## config.mk

```make
export PLATFORM = sky130hd
export DESIGN_NAME = smart_beacon_decision
export DESIGN_NICKNAME = d
export VERILOG_FILES = /design/src/rtl/core/sbd_pkg.sv /design/src/rtl/core/smart_beacon_decision.sv
export VERILOG_INCLUDE_DIRS = /design/src /design/src/rtl/core
export SDC_FILE = /design/constraint.sdc
export NUM_CORES = 1
export LEC_CHECK = 0
export ABC_AREA = 1
export BUFFER_PORTS_ARGS = -buffer_cell sky130_fd_sc_hd__buf_4
export CELL_PAD_IN_SITES_DETAIL_PLACEMENT = 0
export CELL_PAD_IN_SITES_GLOBAL_PLACEMENT = 2
export CORE_ASPECT_RATIO = 1.1
export CORE_MARGIN = 2
export CORE_UTILIZATION = 25
export DETAILED_ROUTE_END_ITERATION = 16
export PLACE_DENSITY_LB_ADDON = 0.1
export SLEW_MARGIN = 40
export SYNTH_ARGS = -nofsm -noshare
export SYNTH_HDL_FRONTEND = slang
export SYNTH_SLANG_ARGS = --single-unit
```

## constraint.sdc

```tcl
create_clock -name clock -period 11.74 [get_ports clock]
set_clock_uncertainty 0.2 [all_clocks]
set_input_delay 2.348 -clock clock [delete_from_list [all_inputs] [get_ports clock]]
set_output_delay 2.348 -clock clock [all_outputs]
set_load 0.05 [all_outputs]
```

## src/rtl/core/smart_beacon_decision_assert.svh

```systemverilog
// ---------------------------------------------------------------------------
// smart_beacon_decision assertion macros
// Shorthand for clocked, reset-qualified concurrent checks.
// ---------------------------------------------------------------------------
`ifndef SMART_BEACON_DECISION_ASSERT_SVH
`define SMART_BEACON_DECISION_ASSERT_SVH

// same-cycle implication
`define SBD_ASSERT_IMPL(label, ante, cons, msg) \
   label: assert property (@(posedge clock) disable iff (reset) (ante) |-> (cons)) \
      else $error(msg);

// next-cycle implication
`define SBD_ASSERT_NEXT(label, ante, cons, msg) \
   label: assert property (@(posedge clock) disable iff (reset) (ante) |=> (cons)) \
      else $error(msg);

`endif

```

## src/rtl/core/sbd_pkg.sv

```systemverilog
// ---------------------------------------------------------------------------
// sbd_pkg
// Types, codes and constants of the beacon decision block.
// ---------------------------------------------------------------------------
package sbd_pkg;

   localparam int ELAPSED_BITS = 17;
   localparam int MUL_STEPS    = 8;    // bits of the serial multiplier operand
   localparam int DIV_STEPS    = 24;   // quotient bits of the serial divider
   localparam int CNT_W        = $clog2(DIV_STEPS);
   localparam int PROD_W       = 24;
   localparam int TPROD_W      = 18;

   localparam logic [12:0] LOW_BATT_MV = 13'd3500;

   // command codes
   localparam logic [1:0] CMD_TICK = 2'd0;
   localparam logic [1:0] CMD_EVAL = 2'd1;
   localparam logic [1:0] CMD_SENT = 2'd2;
   localparam logic [1:0] CMD_NOP  = 2'd3;

   // register indexes
   localparam logic [2:0] REG_LOW_SPEED      = 3'd0;
   localparam logic [2:0] REG_HIGH_SPEED     = 3'd1;
   localparam logic [2:0] REG_SLOW_RATE      = 3'd2;
   localparam logic [2:0] REG_FAST_RATE      = 3'd3;
   localparam logic [2:0] REG_TURN_MIN_ANGLE = 3'd4;
   localparam logic [2:0] REG_TURN_SLOPE     = 3'd5;
   localparam logic [2:0] REG_TURN_MIN_TIME  = 3'd6;
   localparam logic [2:0] REG_BATTERY_CHECK  = 3'd7;

   typedef struct packed {
      logic [1:0]  cmd;
      logic        fix_valid;
      logic [9:0]  speed_kmh;
      logic [8:0]  course_deg;
      logic [12:0] battery_mv;
   } req_type;

   typedef struct packed {
      logic        transmit_now;
      logic        turn_trigger;
      logic [15:0] interval_sec;
   } rsp_type;

   typedef enum logic [3:0] {
      ST_IDLE = 4'b0001,
      ST_MUL  = 4'b0010,
      ST_DIV  = 4'b0100,
      ST_DONE = 4'b1000
   } state_type;

   function automatic logic [8:0] mod360(input logic [8:0] d);
      return (d >= 9'd360) ? d - 9'd360 : d;
   endfunction

   // smaller angle between two headings, 0..180
   function automatic logic [7:0] heading_change(input logic [8:0] a, input logic [8:0] b);
      logic [8:0] x;
      logic [8:0] y;
      logic [8:0] d;
      x = mod360(a);
      y = mod360(b);
      d = (x > y) ? x - y : y - x;
      return (d > 9'd180) ? 8'(9'd360 - d) : d[7:0];
   endfunction

endpackage

```

## src/rtl/core/smart_beacon_decision.sv

```systemverilog
// Tick, beacon-sent and no-op go from acceptance straight to the done state; evaluate
// runs the multiply, and then the divide as well when the speed falls between the two speeds.
// The multiply is an 8-step bit-serial one and the divide a 24-step restoring divider.
// Transactions do not overlap: the next is accepted the cycle after the result enters
// the output register, and the done state waits there while the output is stalled.
// Reset (synchronous, active high): default registers, elapsed, heading, output valid cleared.
// ---------------------------------------------------------------------------
// smart_beacon_decision
// Position beacon scheduler: elapsed time, speed-based interval, corner pegging.
// ---------------------------------------------------------------------------
module smart_beacon_decision (
   input  logic            clock,
   input  logic            reset,
   input  logic            req_valid,
   output logic            req_stall,
   input  sbd_pkg::req_type req_data,
   output logic            rsp_valid,
   input  logic            rsp_stall,
   output sbd_pkg::rsp_type rsp_data,
   input  logic            csr_valid,
   output logic            csr_ready,
   input  logic [2:0]      csr_index,
   input  logic [15:0]     csr_wdata
);
   import sbd_pkg::*;

   // configuration
   logic [7:0]  low_speed_ff;
   logic [7:0]  high_speed_ff;
   logic [15:0] slow_rate_ff;
   logic [15:0] fast_rate_ff;
   logic [8:0]  turn_min_angle_ff;
   logic [15:0] turn_slope_ff;
   logic [15:0] turn_min_time_ff;
   logic        battery_check_ff;

   // block state
   logic [ELAPSED_BITS-1:0] elapsed_ff;
   logic [8:0]              heading_ff;

   // sequencer
   state_type  state_ff, state_in;
   logic [CNT_W-1:0] cnt_ff, cnt_in;

   // datapath
   req_type            item_ff, item_in;
   logic               slow_ff, slow_in;
   logic               fast_ff, fast_in;
   logic [7:0]         diff_sr_ff, diff_sr_in;
   logic [7:0]         hs_sr_ff, hs_sr_in;
   logic [TPROD_W-1:0] tprod_ff, tprod_in;
   logic [PROD_W-1:0]  rprod_ff, rprod_in;
   logic [9:0]         rem_ff, rem_in;

   logic    rsp_valid_ff, rsp_valid_in;
   rsp_type rsp_data_ff, rsp_data_in;

   logic       req_take;
   logic       rsp_free;
   logic       rsp_load;
   logic       csr_write;
   logic [9:0] spd_m;
   logic [8:0] crs_m;
   logic [7:0] change;
   logic [10:0] trial;
   logic        trial_ge;
   logic [15:0] quot_sat;
   logic [15:0] base_rate;
   logic [15:0] final_rate;
   logic        turn_hit;
   logic        low_batt;
   rsp_type     result;

   assign req_stall = (state_ff != ST_IDLE);
   assign req_take  = req_valid && !req_stall;
   assign rsp_free  = !rsp_valid_ff || !rsp_stall;
   assign rsp_load  = (state_ff == ST_DONE) && rsp_free;
   assign csr_ready = 1'b1;
   assign csr_write = csr_valid && csr_ready;
   assign rsp_valid = rsp_valid_ff;
   assign rsp_data  = rsp_data_ff;

   // invalid fix reads as zero speed and heading
   assign spd_m  = req_data.fix_valid ? req_data.speed_kmh : 10'd0;
   assign crs_m  = req_data.fix_valid ? req_data.course_deg : 9'd0;
   assign change = heading_change(heading_ff, crs_m);

   // restoring divider step: quotient shifts in at the bottom of rprod
   assign trial    = {rem_ff, rprod_ff[PROD_W-1]};
   assign trial_ge = (trial >= {1'b0, item_ff.speed_kmh});

   // decision
   assign quot_sat  = (|rprod_ff[PROD_W-1:16]) ? 16'hFFFF : rprod_ff[15:0];
   assign base_rate = slow_ff ? slow_rate_ff : (fast_ff ? fast_rate_ff : quot_sat);
   // (change-angle)*speed > slope is the exact form of the turn threshold
   assign turn_hit  = !slow_ff && (tprod_ff > TPROD_W'(turn_slope_ff)) &&
                      (elapsed_ff > ELAPSED_BITS'(turn_min_time_ff));
   assign low_batt  = battery_check_ff && (item_ff.battery_mv < LOW_BATT_MV);
   assign final_rate = (!turn_hit && low_batt) ? slow_rate_ff : base_rate;

   always_comb begin
      result = '0;
      if (item_ff.cmd == CMD_EVAL) begin
         result.turn_trigger = turn_hit;
         result.transmit_now = turn_hit || (elapsed_ff > ELAPSED_BITS'(final_rate));
         result.interval_sec = final_rate;
      end
   end

   always_comb begin
      state_in   = state_ff;
      cnt_in     = cnt_ff;
      item_in    = item_ff;
      slow_in    = slow_ff;
      fast_in    = fast_ff;
      diff_sr_in = diff_sr_ff;
      hs_sr_in   = hs_sr_ff;
      tprod_in   = tprod_ff;
      rprod_in   = rprod_ff;
      rem_in     = rem_ff;
      unique case (state_ff)
         ST_IDLE: begin
            if (req_take) begin
               item_in            = req_data;
               item_in.speed_kmh  = spd_m;
               item_in.course_deg = crs_m;
               slow_in    = (spd_m == 10'd0) || (spd_m < {2'b00, low_speed_ff});
               fast_in    = (spd_m > {2'b00, high_speed_ff});
               diff_sr_in = ({1'b0, change} > turn_min_angle_ff) ?
                            8'({1'b0, change} - turn_min_angle_ff) : 8'd0;
               hs_sr_in   = high_speed_ff;
               tprod_in   = '0;
               rprod_in   = '0;
               cnt_in     = '0;
               state_in   = (req_data.cmd == CMD_EVAL) ? ST_MUL : ST_DONE;
            end
         end
         ST_MUL: begin
            tprod_in   = {tprod_ff[TPROD_W-2:0], 1'b0} +
                         (diff_sr_ff[7] ? TPROD_W'(item_ff.speed_kmh) : '0);
            rprod_in   = {rprod_ff[PROD_W-2:0], 1'b0} +
                         (hs_sr_ff[7] ? PROD_W'(fast_rate_ff) : '0);
            diff_sr_in = {diff_sr_ff[6:0], 1'b0};
            hs_sr_in   = {hs_sr_ff[6:0], 1'b0};
            cnt_in     = cnt_ff + 1'b1;
            if (cnt_ff == CNT_W'(MUL_STEPS - 1)) begin
               cnt_in   = '0;
               rem_in   = '0;
               state_in = (slow_ff || fast_ff) ? ST_DONE : ST_DIV;
            end
         end
         ST_DIV: begin
            rem_in   = trial_ge ? 10'(trial - {1'b0, item_ff.speed_kmh}) : trial[9:0];
            rprod_in = {rprod_ff[PROD_W-2:0], trial_ge};
            cnt_in   = cnt_ff + 1'b1;
            if (cnt_ff == CNT_W'(DIV_STEPS - 1)) begin
               cnt_in   = '0;
               state_in = ST_DONE;
            end
         end
         ST_DONE: begin
            if (rsp_free) begin
               state_in = ST_IDLE;
            end
         end
         default: begin
            state_in = ST_IDLE;
         end
      endcase
   end

   always_comb begin
      rsp_valid_in = rsp_valid_ff;
      rsp_data_in  = rsp_data_ff;
      if (rsp_valid_ff && !rsp_stall) begin
         rsp_valid_in = 1'b0;
      end
      if (rsp_load) begin
         rsp_valid_in = 1'b1;
         rsp_data_in  = result;
      end
   end

   // control and architectural state
   always_ff @(posedge clock) begin
      if (reset) begin
         state_ff          <= ST_IDLE;
         cnt_ff            <= '0;
         rsp_valid_ff      <= 1'b0;
         elapsed_ff        <= '0;
         heading_ff        <= '0;
         low_speed_ff      <= 8'd5;
         high_speed_ff     <= 8'd90;
         slow_rate_ff      <= 16'd1800;
         fast_rate_ff      <= 16'd60;
         turn_min_angle_ff <= 9'd28;
         turn_slope_ff     <= 16'd255;
         turn_min_time_ff  <= 16'd15;
         battery_check_ff  <= 1'b0;
      end else begin
         state_ff     <= state_in;
         cnt_ff       <= cnt_in;
         rsp_valid_ff <= rsp_valid_in;
         if (req_take && (req_data.cmd == CMD_TICK)) begin
            if (elapsed_ff != '1) begin
               elapsed_ff <= elapsed_ff + 1'b1;
            end
         end
         if (req_take && (req_data.cmd == CMD_SENT)) begin
            elapsed_ff <= '0;
            heading_ff <= crs_m;
         end
         if (csr_write) begin
            unique case (csr_index)
               REG_LOW_SPEED:      low_speed_ff      <= csr_wdata[7:0];
               REG_HIGH_SPEED:     high_speed_ff     <= csr_wdata[7:0];
               REG_SLOW_RATE:      slow_rate_ff      <= csr_wdata;
               REG_FAST_RATE:      fast_rate_ff      <= csr_wdata;
               REG_TURN_MIN_ANGLE: turn_min_angle_ff <= csr_wdata[8:0];
               REG_TURN_SLOPE:     turn_slope_ff     <= csr_wdata;
               REG_TURN_MIN_TIME:  turn_min_time_ff  <= csr_wdata;
               REG_BATTERY_CHECK:  battery_check_ff  <= csr_wdata[0];
               default: begin
               end
            endcase
         end
      end
   end

   // payload
   always_ff @(posedge clock) begin
      item_ff     <= item_in;
      slow_ff     <= slow_in;
      fast_ff     <= fast_in;
      diff_sr_ff  <= diff_sr_in;
      hs_sr_ff    <= hs_sr_in;
      tprod_ff    <= tprod_in;
      rprod_ff    <= rprod_in;
      rem_ff      <= rem_in;
      rsp_data_ff <= rsp_data_in;
   end

`include "smart_beacon_decision_assert.svh"

   `SBD_ASSERT_NEXT(a_busy_after_accept, req_take, req_stall, "accepted transaction did not make the block busy")
   `SBD_ASSERT_NEXT(a_done_loads_output, rsp_load, (state_ff == ST_IDLE) && rsp_valid_ff, "finished result not loaded into output register")
   `SBD_ASSERT_IMPL(a_turn_implies_tx, rsp_valid_ff && rsp_data_ff.turn_trigger, rsp_data_ff.transmit_now, "turn result without transmit request")

endmodule

```

**Word-level counts from Yosys, hierarchy flattened**

Index checks and enable logic that the tools add are counted.

- Reductions and logical operators: 41
- Magnitude comparators: 12
- Muxes and demuxes: 37
- Add/sub/neg operators: 11
- Equal/unequal tests: 22

Operators by type and width:

| kind | count |
|---|---|
| 16-bit 2-to-1 mux | 5 |
| 24-bit case mux with 3 select lines | 1 |
| 10-bit 2-to-1 mux | 4 |
| 9-bit 2-to-1 mux | 4 |
| 18-bit case mux with 2 select lines | 1 |
| 17-bit by 16-bit greater-than comparator with 1-bit output | 2 |
| 8-bit 2-to-1 mux | 4 |
| 8-bit case mux with 2 select lines | 2 |
| 2-bit AND reduction | 13 |
| 24-bit by 16-bit adder with 24-bit output | 1 |
| 24-bit 2-to-1 mux | 1 |
| 4-bit 2-to-1 mux | 6 |
| 10-bit case mux with 2 select lines | 1 |
| 18-bit by 10-bit adder with 18-bit output | 1 |
| 9-bit >= comparator, second input constant | 2 |
| 18-bit by 16-bit greater-than comparator with 1-bit output | 1 |
| 18-bit 2-to-1 mux | 1 |
| 9-bit subtractor | 2 |
| 9-bit subtractor, second input constant | 2 |
| 17-bit by 1-bit adder with 17-bit output, second input constant | 1 |
| 17-bit inequality test, second input constant | 1 |
| 4-bit case mux with 4 select lines | 1 |
| 5-bit 2-to-1 mux | 3 |
| 5-bit case mux with 3 select lines | 1 |
| other kinds (36) | 62 |

- Input port bits: 59
- Flip-flop bits (word level): 239

**Depth between registers and ports, before layout**

- Depth after elaboration: 11
- Gate-level depth with buffers: 41
- Gate-level depth less buffers: 39

**Least setup slack after synthesis**

Ideal clock, no wire load.

- Path type: input -> register
- Start point: input port req_data[32] (netlist bit)
- End point: register diff_sr_ff[1] (data pin)
- Buffers on the path: 3
- Slack: 4.357 ns
- Arrival time: 7.029 ns
- Stages on the path: 40
- Cells stage by stage: buf_2 > nand2_1 > inv_1 > nor2_1 > nor2_1 > nand2_1 > inv_1 > o21ai_0 > or2_2 > xor2_1 > inv_1 > ha_1 > buf_6 > nand2_2 > inv_1 > nand2_1 > nand2_1 > nand2_1 > [... 4 more ...] > nand2_1 > inv_1 > ha_1 > nand3b_1 > nand2_1 > nand2_1 > nand2_2 > nand2_4 > o21ai_2 > inv_2 > ha_1 > nand2_1 > o21ai_0 > nand4_1 > o211ai_1 > a21oi_1 > nand3b_1 > o21ai_0

- Cells in the longest elaborated chain, start to end: 11
- Elaborated cells on any way between the ends: 16
- Classes of those cells: add/sub (5); order compare (4); mux (7)

Ends and longest elaborated chain:

| element | RTL line | source |
|---|---|---|
| from (decl) | smart_beacon_decision.sv:16 | `input sbd_pkg::req_type req_data,` |
| 9-bit 2-to-1 mux * | smart_beacon_decision.sv:85 | `assign crs_m = req_data.fix_valid ? req_data.course_deg : 9'd0;` |
| 9-bit subtractor / 9-bit >= comparator (equally long branches) | sbd_pkg.sv:54 | `return (d >= 9'd360) ? d - 9'd360 : d;` |
| 9-bit 2-to-1 mux * | sbd_pkg.sv:54 |  |
| 9-bit subtractor / 9-bit greater-than comparator (equally long branches) | sbd_pkg.sv:64 | `d = (x > y) ? x - y : y - x;` |
| 9-bit 2-to-1 mux * | sbd_pkg.sv:64 |  |
| 7-bit by 8-bit subtractor with 8-bit output / 9-bit by 8-bit greater-than comparator with 1-bit output (equally long branches) | sbd_pkg.sv:65 | `return (d > 9'd180) ? 8'(9'd360 - d) : d[7:0];` |
| 8-bit 2-to-1 mux * | sbd_pkg.sv:65 |  |
| 8-bit subtractor / 8-bit by 9-bit greater-than comparator with 1-bit output (equally long branches) | smart_beacon_decision.sv:130, smart_beacon_decision.sv:129 |  |
| 8-bit 2-to-1 mux * | smart_beacon_decision.sv:129 | `diff_sr_in = ({1'b0, change} > turn_min_angle_ff) ?` |
| 8-bit 2-to-1 mux * | smart_beacon_decision.sv:123 | `if (req_take) begin` |
| 8-bit case mux with 2 select lines * | smart_beacon_decision.sv:121 | `unique case (state_ff)` |
| net diff_sr_in[1] | smart_beacon_decision.sv:49 | `logic [7:0] diff_sr_ff, diff_sr_in;` |
| to (signal assigned) | smart_beacon_decision.sv:235 | `diff_sr_ff <= diff_sr_in;` |
| to (decl) | smart_beacon_decision.sv:49 |  |

Mark *: on every way through the listed nets, which the timed path passes. The rest lies on a longest branch. The select of a mux whose other input is x is not followed.
A chain may end at the register's enable or synchronous reset.

**Final worst setup path**

- Start point: input port req_data[32] (netlist bit)
- End point: register diff_sr_ff[6] (data pin)

Same word-level chain as after synthesis.

==> flow_metrics.tcl <==
set metrics [dict create \
    status "finished, final reports clean" \
    worstSetupPathType "in2reg" \
    whs_ns 0.254 \
    initial_utilization_pct 25.3 \
    drtPass1Iterations 5 \
    ys_warn_count 0 \
    h-tree-depth 1 \
    hold_class "reg2reg" \
    p_comb_share_pct 25.8 \
    vias_per_cell 4.52 \
    avgSynthCellArea_um2 7.60 \
    tritoncts "yes" \
    drv_cap 0 \
    tightest_slew_ns 0.775 \
    critPathMaxStageDelay_ns 0.43 \
    whs_path_depth 2 \
    crit_fanout 19 \
    grt-ovfl-total 0 \
    arrival_ns 8.18 \
    relSlewSlack_pct 48.3 \
    cts_buffer_depth 3 \
    wl_per_cell_um 16.7 \
    setup_viol 0 \
    num_io_pins 80 \
    place_congestion 0.779 \
    yosysTopAreaCellShare_pct 22.5 \
    synthTopCellsByArea "edfxtp_1, dfxtp_1, ha_1" \
    ctsResizeCount 0 \
    drt-initial-drc-count 578 \
    peakVddDrop_mv 0.107 \
    area_delta_synth_final_pct 16.4 \
    nNetsFinal 2208 \
    track_usage_pct 15.2 \
    dr_total_vias 12600 \
    num_rows 93 \
    ys_ff_latch 237 \
    cpMostUsedCell "nand2_1" \
    switching_share_pct 33.5 \
    hold_buffers 0 \
    r2r_setup_slack_ns 5.57 \
    synth_fp_nets 2141 \
    leakage_nw 7.76 \
    netlist_area_um2 14800 \
    rsz0062_at_grt "false" \
    r2r_cells 34 \
    die_w_um 236 \
    layout.cells.most_common "nand2_1" \
    portBuffers 76 \
    grt_pass1_vias 12600 \
    slew_violations 0 \
    syn_inst 1949 \
    cts-buffers-inserted 30 \
    final.setup.tns_ns 0 \
    p_seq_share_pct 37.5 \
    worstSetupStartpointType "input port" \
    fmax_ghz 0.125 \
    hold_violations 0 \
    ys_seq_area_share_pct 39.5 \
    antenna_left 0 \
    hold_end "slow_rate_ff[9]" \
    path_delay_family "simple AND/OR/NAND/NOR gates" \
    grt_max_degree 100 \
    cp-end-kind "register" \
    fin_cells 2800 \
    rr_endpoint "diff_sr_ff[6]" \
    clock_sinks 237 \
    postCtsSetupRepairBufs 0 \
    fin_util_pct 29.4 \
    dp_hpwl_um 35400 \
    worst-path-stages 37 \
    ys_types 53 \
    antenna_cells 0 \
    clk_pin_slew_ns 0.06 \
    period_share_pct 68.0 \
    die_height_um 259 \
    die_area_um2 61200 \
    mostFrequentLayoutCells "nand2_1, inv_1, o21ai_0" \
    p_clk_share_pct 36.7 \
    switching_power_mw 0.881 \
    clock_latency_ns 0.59 \
    routed_wl_um 46800 \
    antenna_found_initial 0 \
    p_int_mw 1.75 \
    grt_pass1_wl_um 73100 \
    cts-root-buf "clkbuf_16" \
    dp_cells 2744 \
    drive_above_1_share_pct 8.63 \
    startpoint "req_data[32]" \
    synth.largest_area_cell "edfxtp_1" \
    cp_slowest_cell "ha_1" \
    core_um2 58600 \
    worstHoldStart "slow_rate_ff[9]" \
    post-route-min-period_ns 7.98 \
    drc 0 \
    reg2reg_from "heading_ff[3]" \
    path_buf_inv 8 \
    p_per_area_nw_per_um2 152 \
    crit_required_ns 11.94 \
]
-- cells by family after synthesis --
family | count (synthesis) | share of synthesized area (%)
and+or+nand+nor | 751 | 21.7
AOI/OAI and AO/OA | 435 | 15.9
buffers and inverters | 359 | 9.31
DFF | 237 | 39.5
adders and majority gates | 133 | 11.5
xor gates and xnor gates | 33 | 1.95
other | 1 | 0.0253
-- how the worst max path moves through the flow --
stage,to,slack (ns)
2_1_floorplan,diff_sr_ff[1],4.36
3_3_place_gp,diff_sr_ff[7],3.10
3_5_place_dp,diff_sr_ff[6],3.09
4_1_cts,diff_sr_ff[6],3.67
5_1_grt,diff_sr_ff[6],3.11
6_report,diff_sr_ff[6],3.76
-- flip-flops by register name (all words and copies together), names as in the netlist, 9 cells and up --
register / cells
slow_rate_ff: 16
elapsed_ff: 17
rsp_data: 18
turn_min_angle_ff: 9
rprod_ff: 24
heading_ff: 9
turn_slope_ff: 16
rem_ff: 10
item_ff: 23
turn_min_time_ff: 16
fast_rate_ff: 16
tprod_ff: 18
-- power groups by stage --
stage | registers, mW | clock network (mW) | logic (mW)
after floorplan | 0.992 | 0 | 0.497
after global placement | 1.00 | 0 | 0.691
after detailed placement | 1.00 | 0 | 0.692
after CTS | 0.987 | 1.00 | 0.695
after global routing | 0.994 | 1.04 | 0.787
final | 0.986 | 0.965 | 0.677
-- area by class of cell --
type | instances | area, um^2
fillers | 6471 | 41400
multi-input cells | 1353 | 7610
flip-flops and latches | 237 | 5860
inverters | 306 | 1150
well taps | 760 | 951
clock buffers | 38 | 843
repair buffers | 88 | 664
clock inverters | 18 | 171
-- Yosys cell counts (all sizes together) --
library cell  count
a221oi            2
a211oi            6
o22ai            10
and2              1
or2               8
o32ai             2
o21bai            4
dfxtp           126
edfxtp          111
o21ai           193
nor3b             3
nand4            29
xnor2            10
clkinv            2
ha              127
a31oi             7
fa                6
nor3             20
nor2            178
nand2           394
nand3           102
a21oi           169
o311ai            1
and3              3
a21o              6
xor2             23
nor4              9
o21a              8
clkbuf           41
inv             304
nand3b            4
o211ai           24
conb              1
buf              12
o31ai             3
-- worst min-delay path, delay by kind of cell (launching register included) --
kind          cells  cell delay, ns
flops             1            0.32
simple gates      2            0.10
-- stage by stage --
step	worst slack, ns	area (um^2)	power [mW]
floorplan	4.36	14800	1.49
global placement	3.10	16200	1.69
detailed placement	3.09	16200	1.70
CTS	3.67	17200	2.68
global route	3.11	17200	2.82
finish	3.76	17200	2.63
-- metal layers --
metal / track usage (%) / wire length [um]
met5: 0 / 0
met4: 3.27 / 732
met3: 2.04 / 1550
met2: 25.8 / 21600
met1: 20.5 / 22900
Power figures use the tool's default switching activity.
